$ cat config.mk
export PLATFORM = sky130hd
export DESIGN_NAME = sms_segment_counter
export DESIGN_NICKNAME = d
export VERILOG_FILES = /design/src/rtl/core/ssc_pkg.sv /design/src/rtl/core/ssc_front.sv /design/src/rtl/core/ssc_fifo.sv /design/src/rtl/core/ssc_back.sv /design/src/rtl/core/sms_segment_counter.sv
export SDC_FILE = /design/constraint.sdc
export NUM_CORES = 1
export LEC_CHECK = 0
export CORE_ASPECT_RATIO = 1.1
export CORE_MARGIN = 2
export CORE_UTILIZATION = 39
export DETAILED_ROUTE_END_ITERATION = 16
export DONT_BUFFER_PORTS = 1
export GPL_ROUTABILITY_DRIVEN = 0
export GPL_TIMING_DRIVEN = 0
export PLACE_DENSITY_LB_ADDON = 0.3
export RECOVER_POWER = 100
export SLEW_MARGIN = 0
export SYNTH_ARGS = -nofsm -noshare
export SYNTH_HDL_FRONTEND = slang
export SYNTH_SLANG_ARGS = --single-unit
$ cat constraint.sdc
create_clock -name aclk -period 9.9 [get_ports aclk]
set_input_delay 0 -clock aclk [delete_from_list [all_inputs] [get_ports aclk]]
set_output_delay 0 -clock aclk [all_outputs]
set_load 0.01 [all_outputs]
$ cat src/rtl/core/ssc_pkg.sv
// ----------------------------------------------------------------------------
// ssc_pkg
// Shared types, op codes, character tables and segment constants for the
// sms segment counter.
// ----------------------------------------------------------------------------
package ssc_pkg;

    // request op codes
    typedef enum logic [1:0] {
        OP_APPEND = 2'd0,
        OP_REMOVE = 2'd1,
        OP_CLEAR  = 2'd2
    } op_e;

    // input request payload
    typedef struct packed {
        logic [1:0]  op;
        logic [15:0] code_unit;
    } in_t;

    // result payload
    typedef struct packed {
        logic [6:0]  message_count;
        logic [7:0]  remaining_chars;
        logic        ucs2_mode;
        logic [12:0] unit_count;
        logic        rejected;
    } out_t;

    // classified request held in the queue
    typedef struct packed {
        logic [1:0] op;
        logic [1:0] septets;
    } q_item_t;

    // default text length limit in characters
    localparam int MaxCharsDefault = 4095;

    // counter widths and limit
    localparam int UnitW = 13;
    localparam logic [UnitW:0] CountLimit = 14'd8191;

    // queue between front and back
    localparam int QDepth = 4;
    localparam int QPtrW  = $clog2(QDepth);
    localparam int QCntW  = $clog2(QDepth + 1);

    // segment capacities
    localparam int SegBytes       = 140;
    localparam int ConcatOverhead = 6;
    localparam int CapW           = 8;
    localparam int CapGsmSingle   = (SegBytes * 8) / 7;
    localparam int CapGsmConcat   = ((SegBytes - ConcatOverhead) * 8) / 7;
    localparam int CapUcsSingle   = (SegBytes * 8) / 16;
    localparam int CapUcsConcat   = ((SegBytes - ConcatOverhead) * 8) / 16;

    // reciprocals for the quotient, exact for every count below 2^UnitW
    localparam int RecipShift   = 24;
    localparam int RecipW       = 18;
    localparam int RecipGsmSingle = ((1 << RecipShift) + CapGsmSingle - 1) / CapGsmSingle;
    localparam int RecipGsmConcat = ((1 << RecipShift) + CapGsmConcat - 1) / CapGsmConcat;
    localparam int RecipUcsSingle = ((1 << RecipShift) + CapUcsSingle - 1) / CapUcsSingle;
    localparam int RecipUcsConcat = ((1 << RecipShift) + CapUcsConcat - 1) / CapUcsConcat;

    // gsm 03.38 default alphabet, one septet each
    localparam logic [15:0] BaseTable [128] = '{
        16'h0040, 16'h00A3, 16'h0024, 16'h00A5, 16'h00E8, 16'h00E9, 16'h00F9, 16'h00EC,
        16'h00F2, 16'h00C7, 16'h000A, 16'h00D8, 16'h00F8, 16'h000D, 16'h00C5, 16'h00E5,
        16'h0394, 16'h005F, 16'h03A6, 16'h0393, 16'h039B, 16'h03A9, 16'h03A0, 16'h03A8,
        16'h03A3, 16'h0398, 16'h039E, 16'h00A0, 16'h00C6, 16'h00E6, 16'h00DF, 16'h00C9,
        16'h0020, 16'h0021, 16'h0022, 16'h0023, 16'h00A4, 16'h0025, 16'h0026, 16'h0027,
        16'h0028, 16'h0029, 16'h002A, 16'h002B, 16'h002C, 16'h002D, 16'h002E, 16'h002F,
        16'h0030, 16'h0031, 16'h0032, 16'h0033, 16'h0034, 16'h0035, 16'h0036, 16'h0037,
        16'h0038, 16'h0039, 16'h003A, 16'h003B, 16'h003C, 16'h003D, 16'h003E, 16'h003F,
        16'h00A1, 16'h0041, 16'h0042, 16'h0043, 16'h0044, 16'h0045, 16'h0046, 16'h0047,
        16'h0048, 16'h0049, 16'h004A, 16'h004B, 16'h004C, 16'h004D, 16'h004E, 16'h004F,
        16'h0050, 16'h0051, 16'h0052, 16'h0053, 16'h0054, 16'h0055, 16'h0056, 16'h0057,
        16'h0058, 16'h0059, 16'h005A, 16'h00C4, 16'h00D6, 16'h00D1, 16'h00DC, 16'h00A7,
        16'h00BF, 16'h0061, 16'h0062, 16'h0063, 16'h0064, 16'h0065, 16'h0066, 16'h0067,
        16'h0068, 16'h0069, 16'h006A, 16'h006B, 16'h006C, 16'h006D, 16'h006E, 16'h006F,
        16'h0070, 16'h0071, 16'h0072, 16'h0073, 16'h0074, 16'h0075, 16'h0076, 16'h0077,
        16'h0078, 16'h0079, 16'h007A, 16'h00E4, 16'h00F6, 16'h00F1, 16'h00FC, 16'h00E0
    };

    // extension table, escape plus one septet
    localparam logic [15:0] ExtTable [10] = '{
        16'h000C, 16'h005E, 16'h007B, 16'h007D, 16'h005C,
        16'h005B, 16'h007E, 16'h005D, 16'h007C, 16'h20AC
    };

    // septets for a code unit: 1 base, 2 extension, 0 neither
    function automatic logic [1:0] septets_of(input logic [15:0] u);
        logic hit_base;
        logic hit_ext;
        hit_base = 1'b0;
        hit_ext  = 1'b0;
        for (int i = 0; i < 128; i++) begin
            hit_base = hit_base | (BaseTable[i] == u);
        end
        for (int i = 0; i < 10; i++) begin
            hit_ext = hit_ext | (ExtTable[i] == u);
        end
        if (hit_base) begin
            return 2'd1;
        end else if (hit_ext) begin
            return 2'd2;
        end else begin
            return 2'd0;
        end
    endfunction

endpackage

$ cat src/rtl/core/ssc_front.sv
// ----------------------------------------------------------------------------
// ssc_front
// Input side: takes requests and classifies each code unit against the
// character tables before it enters the queue.
// ----------------------------------------------------------------------------
module ssc_front import ssc_pkg::*; (
    input  logic    aclk,
    input  logic    aresetn,
    input  logic    s_valid,
    output logic    s_ready,
    input  in_t     s_data,
    input  logic    q_full,
    output logic    q_push,
    output q_item_t q_item
);

    // accept whenever the queue has room
    assign s_ready = ~q_full;
    assign q_push  = s_valid & s_ready;

    // classification
    always_comb begin
        q_item.op      = s_data.op;
        q_item.septets = septets_of(s_data.code_unit);
    end

    // queue must never be written while full
    assert property (@(posedge aclk) disable iff (!aresetn) q_push |-> !q_full)
        else $error("ssc_front: push into full queue");

endmodule

$ cat src/rtl/core/ssc_fifo.sv
// ----------------------------------------------------------------------------
// ssc_fifo
// Short queue of classified requests between the front and the back.
// ----------------------------------------------------------------------------
module ssc_fifo import ssc_pkg::*; (
    input  logic    aclk,
    input  logic    aresetn,
    input  logic    push,
    input  q_item_t push_data,
    output logic    full,
    input  logic    pop,
    output logic    pop_valid,
    output q_item_t pop_data
);

    q_item_t            mem_reg [QDepth];
    logic [QPtrW-1:0]   wr_ptr_reg;
    logic [QPtrW-1:0]   rd_ptr_reg;
    logic [QCntW-1:0]   count_reg;
    logic [QCntW-1:0]   count_next;

    assign full      = (count_reg == QCntW'(QDepth));
    assign pop_valid = (count_reg != '0);
    assign pop_data  = mem_reg[rd_ptr_reg];

    // occupancy
    always_comb begin
        count_next = count_reg;
        if (push && !pop) begin
            count_next = count_reg + QCntW'(1);
        end else if (pop && !push) begin
            count_next = count_reg - QCntW'(1);
        end
    end

    // pointers and count
    always_ff @(posedge aclk) begin
        if (!aresetn) begin
            wr_ptr_reg <= '0;
            rd_ptr_reg <= '0;
            count_reg  <= '0;
        end else begin
            count_reg <= count_next;
            if (push) begin
                wr_ptr_reg <= wr_ptr_reg + QPtrW'(1);
            end
            if (pop) begin
                rd_ptr_reg <= rd_ptr_reg + QPtrW'(1);
            end
        end
    end

    // storage
    always_ff @(posedge aclk) begin
        if (push) begin
            mem_reg[wr_ptr_reg] <= push_data;
        end
    end

    assert property (@(posedge aclk) disable iff (!aresetn)
        count_reg <= QCntW'(QDepth))
        else $error("ssc_fifo: occupancy beyond depth");

    assert property (@(posedge aclk) disable iff (!aresetn) pop |-> pop_valid)
        else $error("ssc_fifo: pop from empty queue");

endmodule

$ cat src/rtl/core/ssc_back.sv
// ----------------------------------------------------------------------------
// ssc_back
// Execution side: applies each request to the counters, then works out the
// segment count and free space over two pipeline stages.
// ----------------------------------------------------------------------------
module ssc_back import ssc_pkg::*; #(
    parameter int MAX_CHARS = MaxCharsDefault
) (
    input  logic    aclk,
    input  logic    aresetn,
    input  logic    q_valid,
    input  q_item_t q_data,
    output logic    q_pop,
    output logic    m_valid,
    input  logic    m_ready,
    output out_t    m_data
);

    localparam logic [16:0] CharLimit = 17'(MAX_CHARS);

    // counter state (stage a)
    logic             ucs2_reg,  ucs2_next;
    logic [UnitW-1:0] unit_reg,  unit_next;
    logic [UnitW-1:0] char_reg,  char_next;
    logic             rej_next;
    logic             a_valid_reg;
    logic             a_rej_reg;

    // quotient stage (stage b)
    logic                  b_valid_reg;
    logic [UnitW-1:0]      b_unit_reg;
    logic [CapW-1:0]       b_cap_reg;
    logic [6:0]            b_q_reg;
    logic                  b_ucs2_reg;
    logic                  b_rej_reg;

    // output register
    logic m_valid_reg;
    out_t m_data_reg;

    // update helpers
    logic [1:0]       need;
    logic [1:0]       rm_need;
    logic [UnitW:0]   new_chars;
    logic [UnitW:0]   new_units;

    // quotient helpers
    logic [CapW-1:0]         cap_sel;
    logic [RecipW-1:0]       recip_sel;
    logic [UnitW+RecipW-1:0] prod;

    // final helpers
    logic [14:0]      qc;
    logic [UnitW-1:0] rem;
    logic             rem_nz;

    logic adv;

    // whole pipeline advances when the output register is empty or being taken
    assign adv     = ~m_valid_reg | m_ready;
    assign q_pop   = q_valid & adv;
    assign m_valid = m_valid_reg;
    assign m_data  = m_data_reg;

    // counter update for the popped request
    always_comb begin
        ucs2_next = ucs2_reg;
        unit_next = unit_reg;
        char_next = char_reg;
        rej_next  = 1'b0;
        need      = ucs2_reg ? 2'd1 : q_data.septets;
        rm_need   = (q_data.septets == 2'd2) ? 2'd2 : 2'd1;
        new_chars = {1'b0, char_reg} + (UnitW+1)'(1);
        new_units = (need == 2'd0) ? new_chars
                                   : {1'b0, unit_reg} + (UnitW+1)'(need);
        case (q_data.op)
            OP_APPEND: begin
                if (({3'b0, new_chars} > CharLimit) || (new_chars > CountLimit)
                        || (new_units > CountLimit)) begin
                    rej_next = 1'b1;
                end else begin
                    unit_next = new_units[UnitW-1:0];
                    char_next = new_chars[UnitW-1:0];
                    if (need == 2'd0) begin
                        ucs2_next = 1'b1;
                    end
                end
            end
            OP_REMOVE: begin
                if (ucs2_reg || (char_reg == '0) || (unit_reg < UnitW'(rm_need))) begin
                    rej_next = 1'b1;
                end else begin
                    unit_next = unit_reg - UnitW'(rm_need);
                    char_next = char_reg - UnitW'(1);
                end
            end
            OP_CLEAR: begin
                ucs2_next = 1'b0;
                unit_next = '0;
                char_next = '0;
            end
            default: begin
                rej_next = 1'b1;
            end
        endcase
    end

    // capacity choice and reciprocal multiply
    always_comb begin
        if (ucs2_reg) begin
            if (unit_reg > UnitW'(CapUcsSingle)) begin
                cap_sel   = CapW'(CapUcsConcat);
                recip_sel = RecipW'(RecipUcsConcat);
            end else begin
                cap_sel   = CapW'(CapUcsSingle);
                recip_sel = RecipW'(RecipUcsSingle);
            end
        end else begin
            if (unit_reg > UnitW'(CapGsmSingle)) begin
                cap_sel   = CapW'(CapGsmConcat);
                recip_sel = RecipW'(RecipGsmConcat);
            end else begin
                cap_sel   = CapW'(CapGsmSingle);
                recip_sel = RecipW'(RecipGsmSingle);
            end
        end
        prod = {{RecipW{1'b0}}, unit_reg} * {{UnitW{1'b0}}, recip_sel};
    end

    // remainder, segment count and free space
    always_comb begin
        qc     = {8'b0, b_q_reg} * {7'b0, b_cap_reg};
        rem    = b_unit_reg - qc[UnitW-1:0];
        rem_nz = (rem != '0);
    end

    // control registers
    always_ff @(posedge aclk) begin
        if (!aresetn) begin
            ucs2_reg    <= 1'b0;
            unit_reg    <= '0;
            char_reg    <= '0;
            a_valid_reg <= 1'b0;
            b_valid_reg <= 1'b0;
            m_valid_reg <= 1'b0;
        end else if (adv) begin
            a_valid_reg <= q_valid;
            b_valid_reg <= a_valid_reg;
            m_valid_reg <= b_valid_reg;
            if (q_pop) begin
                ucs2_reg <= ucs2_next;
                unit_reg <= unit_next;
                char_reg <= char_next;
            end
        end
    end

    // payload registers
    always_ff @(posedge aclk) begin
        if (adv) begin
            if (q_pop) begin
                a_rej_reg <= rej_next;
            end
            b_unit_reg <= unit_reg;
            b_cap_reg  <= cap_sel;
            b_q_reg    <= prod[UnitW+RecipW-1:RecipShift];
            b_ucs2_reg <= ucs2_reg;
            b_rej_reg  <= a_rej_reg;
            m_data_reg.message_count   <= b_q_reg + 7'(rem_nz);
            m_data_reg.remaining_chars <= rem_nz ? (b_cap_reg - rem[CapW-1:0]) : '0;
            m_data_reg.ucs2_mode       <= b_ucs2_reg;
            m_data_reg.unit_count      <= b_unit_reg;
            m_data_reg.rejected        <= b_rej_reg;
        end
    end

    // in ucs2 mode every character is one unit
    assert property (@(posedge aclk) disable iff (!aresetn)
        ucs2_reg |-> (unit_reg == char_reg))
        else $error("ssc_back: ucs2 unit count differs from character count");

    assert property (@(posedge aclk) disable iff (!aresetn)
        {4'b0, char_reg} <= CharLimit)
        else $error("ssc_back: character count above limit");

    assert property (@(posedge aclk) disable iff (!aresetn)
        m_valid_reg |-> (m_data_reg.remaining_chars < 8'(CapGsmSingle)))
        else $error("ssc_back: free space beyond segment size");

    assert property (@(posedge aclk) disable iff (!aresetn)
        (m_valid_reg && m_data_reg.ucs2_mode)
            |-> (m_data_reg.remaining_chars < 8'(CapUcsSingle)))
        else $error("ssc_back: ucs2 free space beyond segment size");

endmodule

$ cat src/rtl/core/sms_segment_counter.sv
// ----------------------------------------------------------------------------
// sms_segment_counter
// Counts gsm 7-bit septets or ucs-2 characters of an edited text and gives
// the sms segment count and free space after every request.
// ----------------------------------------------------------------------------
// a request passes the queue, stage a and stage b before the output register
// throughput: one request per cycle unless stalled; single-cycle counter loop
// a 4-entry queue between classifier and counter absorbs output back-pressure
// reset: synchronous, active low; clears the queue, pipeline, counters and
// returns to gsm 7-bit mode
module sms_segment_counter import ssc_pkg::*; #(
    parameter int MAX_CHARS = MaxCharsDefault
) (
    input  logic aclk,
    input  logic aresetn,
    input  logic s_valid,
    output logic s_ready,
    input  in_t  s_data,
    output logic m_valid,
    input  logic m_ready,
    output out_t m_data
);

    logic    q_full;
    logic    q_push;
    q_item_t q_push_item;
    logic    q_pop;
    logic    q_valid;
    q_item_t q_pop_item;

    // classifier
    ssc_front u_front (
        .aclk    (aclk),
        .aresetn (aresetn),
        .s_valid (s_valid),
        .s_ready (s_ready),
        .s_data  (s_data),
        .q_full  (q_full),
        .q_push  (q_push),
        .q_item  (q_push_item)
    );

    // request queue
    ssc_fifo u_fifo (
        .aclk      (aclk),
        .aresetn   (aresetn),
        .push      (q_push),
        .push_data (q_push_item),
        .full      (q_full),
        .pop       (q_pop),
        .pop_valid (q_valid),
        .pop_data  (q_pop_item)
    );

    // counters and segment arithmetic
    ssc_back #(
        .MAX_CHARS (MAX_CHARS)
    ) u_back (
        .aclk    (aclk),
        .aresetn (aresetn),
        .q_valid (q_valid),
        .q_data  (q_pop_item),
        .q_pop   (q_pop),
        .m_valid (m_valid),
        .m_ready (m_ready),
        .m_data  (m_data)
    );

endmodule

==> metrics, run 1 <==
Post-Route WL=39.21 mm; Adder-Cell Fraction of Synth Area=40.88%; routed length per instance=18.59 um; Final Max Tran Viols=38; CP max stage delay=0.85 ns; #FFs+latches synth=about 110; nature of the critical path startpoint=flop; Syn Inst Count=about 1600; # Post-CTS Setup Buffers=0; Port-buffer cells=0; CTS Buf Count=17; layout cells sized above 1=3.543%; Core Area=between 0.03 and 0.04 mm2; Worst Tran Pin Value=1.974 ns; DRC viols=0; largest net degree at the start of global routing=38; RSZ-0062 raised after global routing=no; PostCTS Resize Cnt=0; number of global-route vias before repair=12190; maximum buffer depth of the clock tree=2; relative slew slack=-31.59%; Final min period=approximately 9.1 ns; Setup Crit Path Kind=flop to flop; reg2reg end=u_back.b_q_reg[6]$_DFFE_PN_; Power Dens Cells=347.8 mW/mm2; max reg flops=30; yosys warns=0; worst reg2reg setup slack=0.82 ns; critical path peak fanout=10; CP required=roughly 10 ns; Hold WC Path Type=primary input to flop; worst path bufs/invs=8; main combinational cell family by area after synthesis=adder cells; R2R cell count=26; fin crit share=a little over 90%; global-route wire length before repair=about 64 mm; Final Hold Violating Endpoints=0; num rows=75; ranking of synthesized cells by area=fa_1 (29%), edfxtp_1 (15%), ha_1 (11%); worst hold stages=4; Peak VDD IR=between 0.0002 and 0.00025 V; crit path DAT=slightly above 9 ns; Final ANT Viol Nets=0; GRT overflow=0; ys flop type=edfxtp_1; post-synthesis compound-gate area fraction=12.38%; I/O pin count=54; mux share of post-synthesis cell area=less than 1%; Filler Cell Count=3691; Max-Cap Viols=1; Hold EP=u_fifo.wr_ptr_reg[0]$_SDFFE_PN0P_; Avg Vias per Cell=about 5.4; post-synthesis simple-gate area fraction=roughly 13%; Vias=11490; cell accounting for the most synthesized area=fa_1; Critical Path Start=u_back.unit_reg[6]$_SDFFE_PN0P_; diode count=0; initial antenna violation count=0; H-tree levels=4; hold_buf cts=9; post-layout net count=between 1500 and 2000; Mapped Avg Cell Area=between 9 and 10 um2; final setup fails=0; syn nets=roughly 1900; DRT iter0 DRCs=751; CTS Sinks=roughly 110; Setup TNS=0 ns; Post-synth EDFFs=74; Critical-path top delay cell=a2111oi_0; Critical Path Sink Type=flop; Synth cell types=82; CTS tree=done; Die Y=between 200 and 250 um; full die area=about 0.040 mm2; total track usage=20.58%; asr flop ratio synth=0%; Final Util=between 40% and 50%; Die W=approximately 190 um; Reg clk slew, reported paths=~0.060 ns; Total Power=about 5.6 mW; TritonRoute pass-1 iters=6; Reg-to-Reg Start=u_back.unit_reg[6]$_SDFFE_PN0P_; Synth Cell Area=~0.015 mm2; Leak Pwr=roughly 8 nW; synth-to-layout area growth=8.538%; post-synth top area share=just under 30%; kind of cell adding the most delay to the critical path=adder cells; Clock Latency Late Sink=~0.43 ns; XOR/XNOR share of the synthesized area=3.028%; fmax=around 0.11 GHz; dpl hpwl=between 30 and 40 mm; Clock Tree Root=clkbuf_16; sequential-to-total area share from yosys stat=about a fifth; Clock Skews=0.01088 ns; failing checks=capacitance limit, slew limit; initial core utilization=about two fifths; WHS=0.05142 ns; status=complete, but fails checks; hold path start=s_valid
[cell usage in the layout, fill, tap and decap left out, drive strengths merged, types with 11 or more instances in the layout]
master	Yosys	layout
a21o	13	13
inv	292	293
clkbuf	52	77
and2	37	37
a21oi	50	50
fa	219	219
dfxtp	39	39
and3	12	12
nand2	141	141
o311ai	13	13
xor2	12	12
nor3	21	21
nand4	12	12
a211oi	12	12
o21ai	47	47
nor2	105	105
nand2b	14	14
o21a	11	11
edfxtp	74	74
o22ai	13	13
ha	137	137
nand3	20	20
xnor2	37	37
[cells by family after synthesis]
group,count (synthesis)
xor gates and xnor gates,50
muxes,7
and+or+nand+nor,418
adders and majority gates,356
AOI/OAI and AO/OA,261
buffers and inverters,362
DFF,113
[worst max path at each step]
stage	slack, ns	to	cells past startpoint
2_1_floorplan	2.63	u_back.b_q_reg[6]$_DFFE_PN_	23
3_3_place_gp	0.62	u_back.b_q_reg[6]$_DFFE_PN_	23
3_5_place_dp	0.95	u_back.b_q_reg[6]$_DFFE_PN_	26
4_1_cts	0.88	u_back.b_q_reg[6]$_DFFE_PN_	26
5_1_grt	0.30	u_back.b_q_reg[6]$_DFFE_PN_	26
6_report	0.82	u_back.b_q_reg[6]$_DFFE_PN_	26
[metrics by stage]
step / setup slack (ns) / instance area [um2] / std cells
floorplan: 2.634 / 14920 / 1567
global placement: 0.6245 / 15540 / 2067
detailed placement: 0.9496 / 15570 / 2068
CTS: 0.8769 / 16270 / 2109
global route: 0.3004 / 16190 / 2109
finish: 0.8200 / 16190 / 2109
[cell type report]
class | instances | area [um2] | area share, %
buffer | 67 | 265.3 | 1.638
clock buffer | 19 | 442.9 | 2.735
inverter | 295 | 1107 | 6.839
clock inverter | 13 | 161.4 | 0.9968
sequential | 113 | 3003 | 18.55
multi-input combinational | 1092 | 10490 | 64.80
tap | 500 | 625.6 | 3.864
timing repair buffer | 10 | 93.84 | 0.5796
[worst min-delay path: cells and delay by family]
kind,cells,cell delay (ns)
buf+inv,1,0.14
xor+xnor,1,0.15
simple gates,2,0.15
[synthesized netlist by cell type (all sizes together) (13+ instances only)]
library cell	n
fa	219
inv	292
a21oi	50
dfxtp	39
o21ai	47
nand2b	14
o311ai	13
nor3	21
clkbuf	52
and2	37
nor2	105
ha	137
edfxtp	74
a21o	13
o22ai	13
nand2	141
buf	15
nand3	20
xnor2	37
[layer usage]
metal / track usage [%] / vias up / share of wire (%)
met3: 3.645 / 105 / 6.6
met5: 0 / - / 0
met1: 25.67 / 5677 / 41
met2: 34.96 / 456 / 49
met4: 8.794 / 0 / 3.9
li1: - / 5250 / -
[power breakdown]
part | total, mW | internal, mW | switching (mW) | leakage, nW
Clock | 0.639 | 0.402 | 0.237 | 0.287
Sequential | 0.903 | 0.725 | 0.178 | 1.13
Combinational | 4.09 | 1.58 | 2.51 | 6.40
Total | 5.63 | 2.71 | 2.92 | 7.82
(Power assumes the default switching activity.)
==> run 2: changes to the inputs <==
--- a/config.mk
+++ b/config.mk
@@ -9,3 +9,3 @@
 export CORE_MARGIN = 2
-export CORE_UTILIZATION = 39
+export CORE_UTILIZATION = 25
 export DETAILED_ROUTE_END_ITERATION = 16
==> constraint.sdc (replaced) <==
create_clock -name aclk -period 11.6 [get_ports aclk]
set_input_delay 2.32 -clock aclk [delete_from_list [all_inputs] [get_ports aclk]]
set_output_delay 2.32 -clock aclk [all_outputs]
set_load 0.01 [all_outputs]
==> metrics, run 2 (same netlist as run 1, synthesis figures left out) <==
CTS Sinks=113 (unchanged); Critical Path Sink Type=flop; hold_buf cts=0 (-9); Die Y=260.2 um (+24%); DRT iter0 DRCs=661 (-12%); CP max stage delay=0.89 ns (+0.04 ns); cells along the critical path=clkbuf_1, inv_1, ha_1, nand2b_1, nor2_1, nand2_1, o41a_1, nand2_1, o21ai_0, clkbuf_1, nand2_1, fa_1, fa_1, inv_1, fa_1, fa_1, fa_1, ha_1, and3_1, a221oi_1, o221ai_1, a2111oi_0, o31ai_1, a311o_1; full die area=0.06164 mm2 (+55%); placed instance count=2328 (+13%); RSZ-0062 raised after global routing=no; final instance area=0.01645 mm2 (+1.6%); CP required=11.81 ns (+1.73 ns); Setup Crit Path Kind=flop to flop; largest net degree at the start of global routing=37 (-2.6%); num rows=93 (+24%); final setup fails=0 (unchanged); Filler Cell Count=6181 (+67%); TritonRoute pass-1 iters=5 (-1); CTS Buf Count=17 (unchanged); synth-to-layout area growth=10.28%; total track usage=13.93% (-6.6 points); status=complete, but fails checks; Vias=11300 (-1.7%); max reg flops=30 (unchanged); DRC viols=0 (unchanged); Register Area=0.003003 mm2 (unchanged); relative slew slack=-30.49% (+1.1 points); Clock Tree Root=clkbuf_16; Setup TNS=0 ns (unchanged); final std cells w/o fill=2360 (+12%); layout cells sized above 1=3.875% (+0.33 points); Final ANT Viol Nets=0 (unchanged); commonest non-fill, non-tap cells in the layout=inv_1 (292), fa_1 (219), nand2_1 (140); fin crit share=82.31% (-9.4 points); H-tree levels=4 (unchanged); Reg clk slew, reported paths=0.06 ns (about the same); post-layout net count=1965 (-0.46%); Leak Pwr=7.775 nW (-0.57%); Final Max Tran Viols=37 (-2.6%); busiest grt layer=met2; Clock Skews=0.007358 ns (-0.003518 ns); Hold WC Path Type=flop to flop; Total Power=4.797 mW (-15%); Post-Route WL=41.32 mm (+5.4%); GR Util met2=24.70% (-10 points); Final Hold Violating Endpoints=0 (unchanged); crit path DAT=9.76 ns (+0.50 ns); diode count=0 (unchanged); worst path bufs/invs=4 (-4); kind of cell adding the most delay to the critical path=adder cells; # Post-CTS Setup Buffers=0 (unchanged); Area after DPL=0.01590 mm2 (+2.1%); Peak VDD IR=0.0001294 V (-45%); Clock Latency Late Sink=0.47 ns (+0.04 ns); Final min period=9.548 ns (+0.4683 ns); Critical-path top delay cell=a2111oi_0; I/O pin count=54 (unchanged); Final Util=28.00% (-15 points); initial antenna violation count=0 (unchanged); GR Layer Usage met1=16.44% (-9.2 points); nature of the critical path startpoint=flop; Power Dens Cells=291.6 mW/mm2 (-16%); Die W=236.9 um (+24%); global-route wire length before repair=66.32 mm (+3.8%); dpl hpwl=34.13 mm (+7.4%); critical path peak fanout=10 (unchanged); PostCTS Resize Cnt=0 (unchanged); number of global-route vias before repair=12090 (-0.79%); Max-Cap Viols=1 (unchanged); Port-buffer cells=0 (unchanged); Core Area=0.05876 mm2 (+55%); maximum buffer depth of the clock tree=2 (unchanged); failing checks=capacitance limit, slew limit; initial core utilization=25.39% (-14 points); area of the multi-input gates=0.01052 mm2 (+0.29%); M3 GR Usage=2.537% (-1.1 points); most common cell after layout, fill and taps aside=inv_1; routed length per instance=17.51 um (-5.8%); fmax=0.1047 GHz (-4.9%); CTS tree=done; Worst Tran Pin Value=1.957 ns (-0.01657 ns); GRT overflow=0 (unchanged); CP dominant cell by count=fa_1; Avg Vias per Cell=4.786 (-12%)
==> run 2: where the power goes <==
group / switching, mW / internal, mW
Clock: 0.219 / 0.321
Sequential: 0.155 / 0.618
Combinational: 2.14 / 1.34
Total: 2.51 / 2.28
==> run 2: worst register-to-register path: cells and delay by family, from the launching register on <==
family | cells | cell delay, ns
buffers and inverters | 4 | 1.39
flip-flops | 1 | 0.49
adder cells (fa/ha/maj) | 7 | 3.20
AND/OR/NAND/NOR | 6 | 1.04
AO/OA/AOI/OAI | 7 | 3.18
==> run 2: routing by layer <==
metal / wire [um] / vias up
met4: 1312 / 0
met2: 21030 / 348
li1: - / 5225
met3: 2115 / 84
met1: 16870 / 5638
met5: 0 / -
==> run 2: worst paths after layout <==
check                                end  slack [ns]                             from  cells after the start
max          u_back.b_q_reg[6]$_DFFE_PN_        2.05  u_back.unit_reg[8]$_SDFFE_PN0P_                     24
min           u_back.b_rej_reg$_DFFE_PN_        0.42       u_back.a_rej_reg$_DFFE_PP_                      0
max reg2reg  u_back.b_q_reg[6]$_DFFE_PN_        2.05  u_back.unit_reg[8]$_SDFFE_PN0P_                     24
min reg2reg   u_back.b_rej_reg$_DFFE_PN_        0.42       u_back.a_rej_reg$_DFFE_PP_                      0
==> run 2: cell type report <==
cell class / count / share of cell area (%)
multi-input cells: 1092 / 63.96
flip-flops and latches: 113 / 18.25
inverters: 295 / 6.731
well taps: 760 / 5.780
clock buffers: 17 / 2.586
plain buffers: 67 / 1.605
clock inverters: 15 / 1.065
repair buffers: 1 / 0.02282
==> run 2: stage by stage <==
stage	worst slack [ns]	hold slack, ns
final	2.052	0.4238
after global routing	1.662	0.4335
after CTS	2.016	0.4272
after detailed placement	2.040	0.4135
after global placement	1.870	0.4050
after floorplan	4.334	0.4003
==> run 3: changes to the inputs <==
ABC_AREA = 1   (was unset)
clock period = 9.4 ns   (was 11.6 ns; I/O delays follow)
==> metrics, run 3 <==
Final Max Tran Viols=39 (+5.4%); Post-Route WL=44.73 mm (+8.2%); initial core utilization=25.29% (-0.093 points); Setup WS post-layout=1.142 ns (-0.9100 ns); Clock Skews=0.01096 ns (+0.003598 ns); placed instance count=2827 (+21%); Post-synth EDFFs=74 (unchanged); commonest non-fill, non-tap cells in the layout=inv_1 (431), nand2_1 (426), nor2_1 (229); ys flop type=edfxtp_1; fin crit share=87.85% (+5.5 points); Final ANT Viol Nets=0 (unchanged); worst hold stages=0 (unchanged); yosys warns=0 (unchanged); Reg clk slew, reported paths=0.06 ns (about the same); GRT overflow=0 (unchanged); failing checks=capacitance limit, slew limit; cell accounting for the most synthesized area=fa_1; Final Hold Violating Endpoints=0 (unchanged); Max-Cap Viols=1 (unchanged); crit path DAT=8.45 ns (-1.31 ns); initial antenna violation count=1 (+1); DRT iter0 DRCs=694 (+5.0%); max reg flops=30 (unchanged); #FFs+latches synth=113 (unchanged); TritonRoute pass-1 iters=7 (+2); Synth Cell Area=0.01580 mm2 (+5.9%); Clock Latency Late Sink=0.44 ns (-0.03 ns); Die Y=267.7 um (+2.9%); Setup TNS=0 ns (unchanged); asr flop ratio synth=0% (unchanged); CP required=9.59 ns (-2.22 ns); Critical Path Sink Type=flop; critical path peak fanout=10 (unchanged); Vias=12770 (+13%); ranking of synthesized cells by area=fa_1 (28%), edfxtp_1 (14%), ha_1 (11%); largest net degree at the start of global routing=39 (+5.4%); final setup fails=0 (unchanged); Hold WC Path Type=flop to flop; CTS Buf Count=17 (unchanged); Worst Tran Pin Value=2.154 ns (+0.1970 ns); Clock Tree Root=clkbuf_16; post-synth top area share=27.75% (-1.6 points); synth-to-layout area growth=9.710%; hold_buf cts=0 (unchanged); CTS Sinks=113 (unchanged); Port-buffer cells=0 (unchanged); final instance area=0.01733 mm2 (+5.4%); Filler Cell Count=6821 (+10%); RSZ-0062 raised after global routing=no; DRC viols=0 (unchanged); Synth cell types=51 (-38%); maximum buffer depth of the clock tree=2 (unchanged); syn nets=2371 (+22%); most common cell in the netlist=inv_1; relative slew slack=-43.62% (-13 points); dpl hpwl=37.33 mm (+9.4%); total track usage=14.01% (+0.078 points); num rows=96 (+3.2%); fmax=0.1211 GHz (+16%); diode count=0 (unchanged); Mapped Avg Cell Area=7.927 um2 (-17%); Avg Vias per Cell=4.466 (-6.7%); Final min period=8.258 ns (-1.290 ns); layout cells sized above 1=3.258% (-0.62 points); # Post-CTS Setup Buffers=0 (unchanged); area of the multi-input gates=0.01081 mm2 (+2.7%); CTS tree=done; final std cells w/o fill=2859 (+21%); full die area=0.06522 mm2 (+5.8%); I/O pin count=54 (unchanged); Setup Crit Path Kind=flop to flop; Syn Inst Count=1993 (+27%); R2R cell count=24 (unchanged); Die W=243.7 um (+2.9%); Core Area=0.06246 mm2 (+6.3%); H-tree levels=4 (unchanged); most common cell after layout, fill and taps aside=inv_1; number of global-route vias before repair=13220 (+9.4%); pre-CTS setup slack=1.896 ns (-0.1440 ns); post-layout net count=2391 (+22%); PostCTS Resize Cnt=0 (unchanged); sequential-to-total area share from yosys stat=19.01% (-1.1 points); nature of the critical path startpoint=flop; commonest cells in the netlist=inv_1 (430), nand2_1 (424), nor2_1 (227); routed length per instance=15.65 um (-11%); global-route wire length before repair=71.45 mm (+7.7%); Register Area=0.003003 mm2 (unchanged); Area after DPL=0.01686 mm2 (+6.1%); status=complete, but fails checks
[run 3: cell count changes after synthesis, sizes merged, moves of 14 or more]
cell | before | now
inv | 292 | 440
nand2b | 14 | 0
nand2 | 141 | 428
xor2 | 12 | 27
nand4 | 12 | 31
nand3 | 20 | 79
a21oi | 50 | 74
and2 | 37 | 0
nor2 | 105 | 232
o21ai | 47 | 80
xnor2 | 37 | 9
clkbuf | 52 | 17
[run 3: path summary, 6_finish.rpt]
kind,startpoint,slack [ns],end
min reg2reg,u_back.a_rej_reg$_DFFE_PP_,0.42,u_back.b_rej_reg$_DFFE_PN_
max reg2reg,u_back.unit_reg[5]$_SDFFE_PN0P_,1.14,u_back.b_q_reg[5]$_DFFE_PN_
min,u_back.a_rej_reg$_DFFE_PP_,0.42,u_back.b_rej_reg$_DFFE_PN_
max,u_back.unit_reg[5]$_SDFFE_PN0P_,1.14,u_back.b_q_reg[5]$_DFFE_PN_
[run 3: logic make-up after synthesis]
logic type / synth area share (%)
and+or+nand+nor: 21.22
buffers and inverters: 12.12
adders and majority gates: 38.60
AOI/OAI and AO/OA: 7.064
DFF: 19.01
xor gates and xnor gates: 1.996
[run 3: cell type report]
cell class	count	area share [%]
Buffer	42	1.249
Timing Repair Buffer	1	0.02166
Clock inverter	12	0.7580
Tap cell	833	6.013
Clock buffer	20	2.642
Inverter	444	9.630
Sequential cell	113	17.32
Multi-Input combinational cell	1394	62.36
[run 3: metrics by stage]
| step | utilization (%) | hold slack (ns) |
|---|---|---|
| after floorplan | - | 0.4003 |
| after global placement | 26.96 | 0.4080 |
| after detailed placement | 27.00 | 0.4074 |
| after CTS | 27.94 | 0.4212 |
| after global routing | 27.75 | 0.4356 |
| final | 27.75 | 0.4183 |
[run 3: metal layers]
metal	wire (um)	part of all wire [%]	GRT usage, %
met1	19100	43	17.02
met2	22700	51	25.81
met3	1876	4.2	1.964
met4	1056	2.4	3.659
met5	0	0	0
[run 3: worst max-delay path, cell delays in order, from the launching register on]
cell      delay (ns)
dfxtp_1         0.63
clkbuf_1        0.50
inv_1           0.25
ha_1            0.30
a211oi_1        0.27
o32ai_1         0.18
nor2_1          0.66
inv_1           0.23
clkbuf_1        0.33
nor2_1          0.29
inv_1           0.11
fa_1            0.45
fa_1            0.47
fa_1            0.61
inv_1           0.07
fa_1            0.47
fa_1            0.50
ha_1            0.35
nand2_1         0.07
nor2_1          0.19
inv_1           0.11
nor4_1          0.46
o211ai_1        0.29
nand3_1         0.16
nand2_1         0.06
Power of run 3 is not shown: default switching activity piles up to over one toggle a cycle in this logic, so the estimate is an artifact.
